==> src/rtl/core/sug_pkg.sv <==
// Shared types and codes for the span union gap segmenter.
package sug_pkg;

	typedef struct packed {
		logic ins;
		logic pop;
	} cell_ctrl_t;

	localparam logic REG_ROW_LEFT  = 1'b0;
	localparam logic REG_ROW_RIGHT = 1'b1;

endpackage

==> src/rtl/core/sug_cell.sv <==
// One cell of the sorted span chain: holds one span, inserts or shifts with its neighbors.
module sug_cell #(
	parameter int COORD_BITS = 11
) (
	input  logic                         clk,
	input  sug_pkg::cell_ctrl_t          ctrl,
	input  logic                         occ,
	input  logic signed [COORD_BITS-1:0] new_l,
	input  logic signed [COORD_BITS-1:0] new_r,
	input  logic                         prev_shift,
	input  logic signed [COORD_BITS-1:0] prev_l,
	input  logic signed [COORD_BITS-1:0] prev_r,
	input  logic signed [COORD_BITS-1:0] next_l,
	input  logic signed [COORD_BITS-1:0] next_r,
	output logic                         shift,
	output logic signed [COORD_BITS-1:0] left,
	output logic signed [COORD_BITS-1:0] right
);
	import sug_pkg::*;

	logic signed [COORD_BITS-1:0] left_q;
	logic signed [COORD_BITS-1:0] right_q;
	logic                         ahead;

	// new span sorts ahead of the held one
	assign ahead = (new_l < left_q) || ((new_l == left_q) && (new_r < right_q));
	assign shift = occ && ahead;
	assign left  = left_q;
	assign right = right_q;

	always_ff @(posedge clk) begin
		if (ctrl.pop) begin
			left_q  <= next_l;
			right_q <= next_r;
		end else if (ctrl.ins) begin
			if (prev_shift) begin
				left_q  <= prev_l;
				right_q <= prev_r;
			end else if (!occ || ahead) begin
				left_q  <= new_l;
				right_q <= new_r;
			end
		end
	end

endmodule

==> src/rtl/core/span_union_gap_segmenter.sv <==
// Top level of the span union gap segmenter: span chain, merge sequencer, output stage.
//
// Usage: a row's spans are offered one per transaction on start/busy; a transaction is
// taken at a clock edge with start high and busy low. Each span is clipped to
// [row_left, row_right) and, if non-empty, not skipped and the chain is not full, inserted
// into a sorted chain of MAX_SPANS cells in the same cycle, so busy stays low for non-final
// spans. A span with last_span set ends the row: busy rises and the chain shifts toward
// cell 0 one span per cycle, pausing as each run closes, as the sequencer merges runs and
// produces gap and occupied segments. Each segment appears for one cycle with seg_valid
// high; seg_final marks the last one. Each segment waits in a one-entry buffer until the
// next one is formed (or the closing cycle, for the last) and appears the cycle after;
// the last segment appears in the first cycle after busy falls. An empty row extent
// produces no segment. The receiver cannot stall; results must be taken as they come.
// Registers are written through cfg_valid/cfg_ready (always ready); the user must write
// them only while busy is low, which the block does not enforce. Reset clears the count,
// overflow flag, state and row extent; the chain content is loaded as spans arrive.
module span_union_gap_segmenter #(
	parameter int MAX_SPANS  = 16,
	parameter int COORD_BITS = 11
) (
	input  logic                         clk,
	input  logic                         arst_n,
	input  logic                         cfg_valid,
	output logic                         cfg_ready,
	input  logic                         cfg_index,
	input  logic signed [COORD_BITS-1:0] cfg_data,
	input  logic                         start,
	output logic                         busy,
	input  logic signed [COORD_BITS-1:0] span_left,
	input  logic signed [COORD_BITS-1:0] span_right,
	input  logic                         skip_span,
	input  logic                         last_span,
	output logic                         seg_valid,
	output logic signed [COORD_BITS-1:0] seg_left,
	output logic signed [COORD_BITS-1:0] seg_right,
	output logic                         seg_occupied,
	output logic                         seg_final,
	output logic                         span_overflow
);
	import sug_pkg::*;

	localparam int CNT_W = $clog2(MAX_SPANS + 1);

	typedef enum logic [2:0] {
		ST_IDLE,
		ST_MERGE,
		ST_OCC,
		ST_TAIL,
		ST_FLUSH
	} state_t;

	state_t                       state_q;
	logic signed [COORD_BITS-1:0] row_left_q;
	logic signed [COORD_BITS-1:0] row_right_q;
	logic [CNT_W-1:0]             count_q;
	logic                         overflow_q;
	logic                         run_v_q;
	logic signed [COORD_BITS-1:0] ml_q;
	logic signed [COORD_BITS-1:0] mr_q;
	logic signed [COORD_BITS-1:0] cursor_q;
	logic                         pend_v_q;
	logic signed [COORD_BITS-1:0] pend_l_q;
	logic signed [COORD_BITS-1:0] pend_r_q;
	logic                         pend_occ_q;
	logic                         seg_valid_q;
	logic signed [COORD_BITS-1:0] seg_left_q;
	logic signed [COORD_BITS-1:0] seg_right_q;
	logic                         seg_occupied_q;
	logic                         seg_final_q;
	logic                         span_overflow_q;

	logic                         accept;
	logic signed [COORD_BITS-1:0] clip_l;
	logic signed [COORD_BITS-1:0] clip_r;
	logic                         kept;
	logic                         full;
	logic                         have;
	logic                         merge_hit;
	logic                         start_run;
	cell_ctrl_t                   ctrl;
	logic                         gen_v;
	logic signed [COORD_BITS-1:0] gen_l;
	logic signed [COORD_BITS-1:0] gen_r;
	logic                         gen_occ;

	logic signed [COORD_BITS-1:0] cell_l  [MAX_SPANS];
	logic signed [COORD_BITS-1:0] cell_r  [MAX_SPANS];
	logic                         cell_sh [MAX_SPANS];

	assign cfg_ready     = 1'b1;
	assign busy          = (state_q != ST_IDLE);
	assign accept        = start && !busy;
	assign seg_valid     = seg_valid_q;
	assign seg_left      = seg_left_q;
	assign seg_right     = seg_right_q;
	assign seg_occupied  = seg_occupied_q;
	assign seg_final     = seg_final_q;
	assign span_overflow = span_overflow_q;

	assign clip_l = (span_left > row_left_q) ? span_left : row_left_q;
	assign clip_r = (span_right < row_right_q) ? span_right : row_right_q;
	assign kept   = !skip_span && (clip_l < clip_r);
	assign full   = (count_q == CNT_W'(MAX_SPANS));
	assign have   = (count_q != '0);

	assign merge_hit = run_v_q && have && (cell_l[0] <= mr_q);
	assign start_run = !run_v_q && have;

	assign ctrl.ins = accept && kept && !full;
	assign ctrl.pop = (state_q == ST_MERGE) && (merge_hit || start_run);

	always_comb begin
		gen_v   = 1'b0;
		gen_l   = cursor_q;
		gen_r   = ml_q;
		gen_occ = 1'b0;
		unique case (state_q)
			ST_MERGE: begin
				if (run_v_q && !merge_hit) begin
					gen_v = (cursor_q < ml_q);
				end
			end
			ST_OCC: begin
				gen_v   = 1'b1;
				gen_l   = ml_q;
				gen_r   = mr_q;
				gen_occ = 1'b1;
			end
			ST_TAIL: begin
				gen_r = row_right_q;
				gen_v = (cursor_q < row_right_q);
			end
			ST_IDLE, ST_FLUSH: begin
				gen_v = 1'b0;
			end
			default: begin
				gen_v = 1'b0;
			end
		endcase
	end

	for (genvar i = 0; i < MAX_SPANS; i++) begin : g_cell
		logic                         occ;
		logic                         p_sh;
		logic signed [COORD_BITS-1:0] p_l;
		logic signed [COORD_BITS-1:0] p_r;
		logic signed [COORD_BITS-1:0] n_l;
		logic signed [COORD_BITS-1:0] n_r;

		assign occ = (count_q > CNT_W'(i));
		if (i == 0) begin : g_first
			assign p_sh = 1'b0;
			assign p_l  = clip_l;
			assign p_r  = clip_r;
		end else begin : g_mid
			assign p_sh = cell_sh[i-1];
			assign p_l  = cell_l[i-1];
			assign p_r  = cell_r[i-1];
		end
		if (i == MAX_SPANS - 1) begin : g_last
			assign n_l = cell_l[i];
			assign n_r = cell_r[i];
		end else begin : g_inner
			assign n_l = cell_l[i+1];
			assign n_r = cell_r[i+1];
		end

		sug_cell #(
			.COORD_BITS(COORD_BITS)
		) u_cell (
			.clk       (clk),
			.ctrl      (ctrl),
			.occ       (occ),
			.new_l     (clip_l),
			.new_r     (clip_r),
			.prev_shift(p_sh),
			.prev_l    (p_l),
			.prev_r    (p_r),
			.next_l    (n_l),
			.next_r    (n_r),
			.shift     (cell_sh[i]),
			.left      (cell_l[i]),
			.right     (cell_r[i])
		);
	end

	// output stage and run bounds: registered results, no reset on payload
	always_ff @(posedge clk) begin
		if (gen_v) begin
			pend_l_q   <= gen_l;
			pend_r_q   <= gen_r;
			pend_occ_q <= gen_occ;
		end
		if ((gen_v || state_q == ST_FLUSH) && pend_v_q) begin
			seg_left_q      <= pend_l_q;
			seg_right_q     <= pend_r_q;
			seg_occupied_q  <= pend_occ_q;
			seg_final_q     <= (state_q == ST_FLUSH);
			span_overflow_q <= overflow_q;
		end
		if (state_q == ST_MERGE && start_run) begin
			ml_q <= cell_l[0];
			mr_q <= cell_r[0];
		end else if (merge_hit && cell_r[0] > mr_q) begin
			mr_q <= cell_r[0];
		end
	end

	always_ff @(posedge clk or negedge arst_n) begin
		if (!arst_n) begin
			state_q     <= ST_IDLE;
			row_left_q  <= '0;
			row_right_q <= '0;
			count_q     <= '0;
			overflow_q  <= 1'b0;
			run_v_q     <= 1'b0;
			cursor_q    <= '0;
			pend_v_q    <= 1'b0;
			seg_valid_q <= 1'b0;
		end else begin
			seg_valid_q <= pend_v_q && (gen_v || state_q == ST_FLUSH);
			if (cfg_valid && cfg_ready) begin
				unique case (cfg_index)
					REG_ROW_LEFT:  row_left_q  <= cfg_data;
					REG_ROW_RIGHT: row_right_q <= cfg_data;
					default: ;
				endcase
			end
			if (gen_v) begin
				pend_v_q <= 1'b1;
			end
			if (ctrl.pop) begin
				count_q <= count_q - CNT_W'(1);
			end
			unique case (state_q)
				ST_IDLE: begin
					if (accept) begin
						if (ctrl.ins) begin
							count_q <= count_q + CNT_W'(1);
						end else if (kept && full) begin
							overflow_q <= 1'b1;
						end
						if (last_span) begin
							state_q  <= ST_MERGE;
							cursor_q <= row_left_q;
							run_v_q  <= 1'b0;
							pend_v_q <= 1'b0;
						end
					end
				end
				ST_MERGE: begin
					if (start_run) begin
						run_v_q <= 1'b1;
					end else if (run_v_q && !merge_hit) begin
						state_q <= ST_OCC;
					end else if (!run_v_q) begin
						state_q <= ST_TAIL;
					end
				end
				ST_OCC: begin
					cursor_q <= mr_q;
					run_v_q  <= 1'b0;
					state_q  <= ST_MERGE;
				end
				ST_TAIL: begin
					state_q <= ST_FLUSH;
				end
				ST_FLUSH: begin
					pend_v_q   <= 1'b0;
					count_q    <= '0;
					overflow_q <= 1'b0;
					state_q    <= ST_IDLE;
				end
				default: begin
					state_q <= ST_IDLE;
				end
			endcase
		end
	end

endmodule

==> config.mk <==
export PLATFORM = sky130hd
export DESIGN_NAME = span_union_gap_segmenter
export DESIGN_NICKNAME = d
export VERILOG_FILES = /design/src/rtl/core/sug_pkg.sv /design/src/rtl/core/sug_cell.sv /design/src/rtl/core/span_union_gap_segmenter.sv
export SDC_FILE = /design/constraint.sdc
export NUM_CORES = 2
export LEC_CHECK = 0
export BUFFER_PORTS_ARGS = -buffer_cell sky130_fd_sc_hd__buf_4
export CORE_UTILIZATION = 45
export DETAILED_ROUTE_END_ITERATION = 12
export PLACE_DENSITY = 0.69
export SLEW_MARGIN = 20
export SYNTH_ARGS = -nofsm -noshare
export SYNTH_HDL_FRONTEND = slang
export SYNTH_HIERARCHICAL = 1
export SYNTH_SLANG_ARGS = --single-unit
==> constraint.sdc <==
create_clock -name clk -period 7.75 [get_ports clk]
set_input_delay 1.1625 -clock clk [delete_from_list [all_inputs] [get_ports clk]]
set_output_delay 1.1625 -clock clk [all_outputs]
set_load 0.1 [all_outputs]
==> results.json <==
{
  "syn_area_per_cell_um2": 9.713,
  "placementRows": 100,
  "crit_slowest_cell": "a221oi_4",
  "antenna_found_initial": 0,
  "fin_crit_ns": 6.186,
  "syn_inst": 3507,
  "grt_usage_pct": 24.26,
  "max_freq_mhz": 161.7,
  "grt_setup_unrepaired": "false",
  "cpPeakStageDelay_ns": 0.78,
  "drv_slew": 0,
  "drtAntennaViolNets": 0,
  "pre_cts_slack_ns": 1.065,
  "grt_pass1_vias": 25510,
  "place_inst": 4481,
  "htreeDepth": 2,
  "syn_to_final_growth_pct": 11.24,
  "first_pass_iters": 6,
  "n_fill_cell": 6695,
  "slew-limit-headroom_pct": 25.20,
  "setup_violations": 0,
  "cts_tree": "built",
  "clk_pin_slew_ns": 0.06,
  "crit_path_start": "span_left[8]",
  "worstMarginPinSlew_ns": 1.121,
  "insertedDiodeCount": 0,
  "cp_max_fo": 22,
  "clock_latency_ns": 0.65,
  "drcViolationCount": 0,
  "critPathLaunchType": "primary input",
  "drive_above_1_share_pct": 10.19,
  "end_kind": "flip-flop",
  "instances_no_fill": 4580,
  "synth_warnings": 6,
  "die_area_um2": 76800,
  "cts_setup_buffers": 0,
  "reg2reg_slack_ns": 1.64,
  "vias_per_cell": 5.752,
  "outcome": "finished, final reports clean",
  "fin_area_um2": 37890,
  "cts_resized": 0,
  "grt_pass1_wl_um": 146900,
  "routedWlPerCell_um": 20.53,
  "cp.required_ns": 8.03,
  "drv_cap": 0,
  "layout_setup_ws_ns": 1.564,
  "grt_max_degree": 213,
  "dpl_cell_area_um2": 36090,
  "grt-ovfl-total": 0,
  "cts.sinks": 467,
  "root_buffer": "clkbuf_16",
  "holdBufCountCts": 0,
  "die_y_um": 277.1,
  "initial_core_util_pct": 45.60,
  "r2r-end": "g_cell[4].u_cell/left[8]$_DFFE_PP_",
  "core_region_area_um2": 74700,
  "path_cells": "buf_4, ha_1, nand4_1, nor3_2, a221oi_2, a221oi_4, nand2_1, o21ai_4, buf_4, ha_1, a21oi_1, nand2_1, a2111oi_0, nor3_1, a21boi_2, buf_4, nor2_1, a41oi_2, buf_4",
  "skew_ns": 0.03844,
  "finalCritPeriodShare_pct": 79.82,
  "critPathMostFrequentCell": "buf_4",
  "finalWeightedCongestion": 0.9018,
  "cp-endpoint": "g_cell[5].u_cell/left[1]$_DFFE_PP_",
  "hold_path_class": "flip-flop to flip-flop",
  "cp.arrival_ns": 6.47,
  "num-nets-final": 4021,
  "drt-initial-drc-count": 2275,
  "vias": 26350,
  "finalHoldViolCount": 0,
  "io_buffers": 66,
  "cts_max_path_buffers": 3,
  "wl_um": 94040,
  "die_w_um": 277.1,
  "rr_worst_depth": 21,
  "fin_tns_setup_ns": 0,
  "postSynthNetCount": 3961,
  "r2r_start": "row_right_q[2]$_DFFE_PN0P_",
  "worst-setup-path-type": "primary input to flip-flop",
  "netlist_area_um2": 34070,
  "pin_count": 68,
  "cts_made_buffers": 53,
  "holdPathStages": 0,
  "place_hpwl_um": 69800
}
==> through the flow <==
stage	hold slack [ns]	utilization, %
CTS	0.4178	50.73
global placement	0.4008	48.31
floorplan	0.4003	-
detailed placement	0.4045	48.31
finish	0.4162	50.73
global route	0.4223	50.73
==> registers in the layout, indices dropped and copies added, names as in the netlist, 3 cells and up <==
signal	cells
seg_left	11
seg_right	11
ml_q	11
state_q	3
row_left_q	11
pend_r_q	11
cursor_q	11
row_right_q	11
pend_l_q	11
g_cell.u_cell/left	176
g_cell.u_cell/right	176
mr_q	11
count_q	5
==> cell type report <==
type	instances	area (um^2)	area share, %
multi-input cells	2458	18240	48.13
flip-flops and latches	467	13800	36.41
inverters	434	1629	4.299
clock buffers	74	1530	4.038
well taps	969	1212	3.199
repair buffers	153	1211	3.196
clock inverters	25	275.3	0.7264
==> worst min path at each step <==
stage / start / to / slack [ns]
detailed placement: pend_r_q[2]$_DFFE_PP_ / seg_right[2]$_DFFE_PP_ / 0.40
floorplan: pend_l_q[0]$_DFFE_PP_ / seg_left[0]$_DFFE_PP_ / 0.40
global placement: pend_r_q[1]$_DFFE_PP_ / seg_right[1]$_DFFE_PP_ / 0.40
global route: pend_r_q[2]$_DFFE_PP_ / seg_right[2]$_DFFE_PP_ / 0.42
finish: pend_l_q[5]$_DFFE_PP_ / seg_left[5]$_DFFE_PP_ / 0.42
CTS: pend_l_q[5]$_DFFE_PP_ / seg_left[5]$_DFFE_PP_ / 0.42
==> cell usage in the layout, fill, tap and decap left out, drive strengths merged, types with 2 or more instances in the layout <==
cell type	count
and2	2
edfxtp	422
nand3	37
a41oi	17
a2111oi	19
a21o	25
or2	2
o311ai	2
nor3	47
mux2	24
buf	153
a221o	2
clkinvlp	3
nor3b	16
inv	437
a211oi	19
nor2b	48
nand2b	9
o221ai	15
o21a	4
dfrtp	45
nand4	54
clkinv	15
and3	10
conb	2
a21boi	18
clkbuf	74
nor2	83
o211ai	7
ha	414
nand3b	19
a221oi	2
a211o	2
nor4	35
o21ai	452
mux2i	391
bufinv	4
a21oi	179
a2111o	2
nand2	490
==> per-layer routing <==
layer / part of all wire [%] / wire [um] / track usage (%)
met1: 44 / 41730 / 33.02
met2: 46 / 42920 / 39.61
met3: 6.2 / 5875 / 2.970
met4: 3.7 / 3515 / 8.789
met5: 0 / 0 / 0
==> critical path: cells and delay by family <==
family	cells	cell delay (ns)
and+or+nand+nor	6	1.05
adders and majority gates	2	0.63
buffers and inverters	4	1.18
AOI/OAI and AO/OA	7	2.41
Power is left out: the tool's default activity adds up to more than one toggle a clock period on the data nets, which glitch-free logic cannot reach.
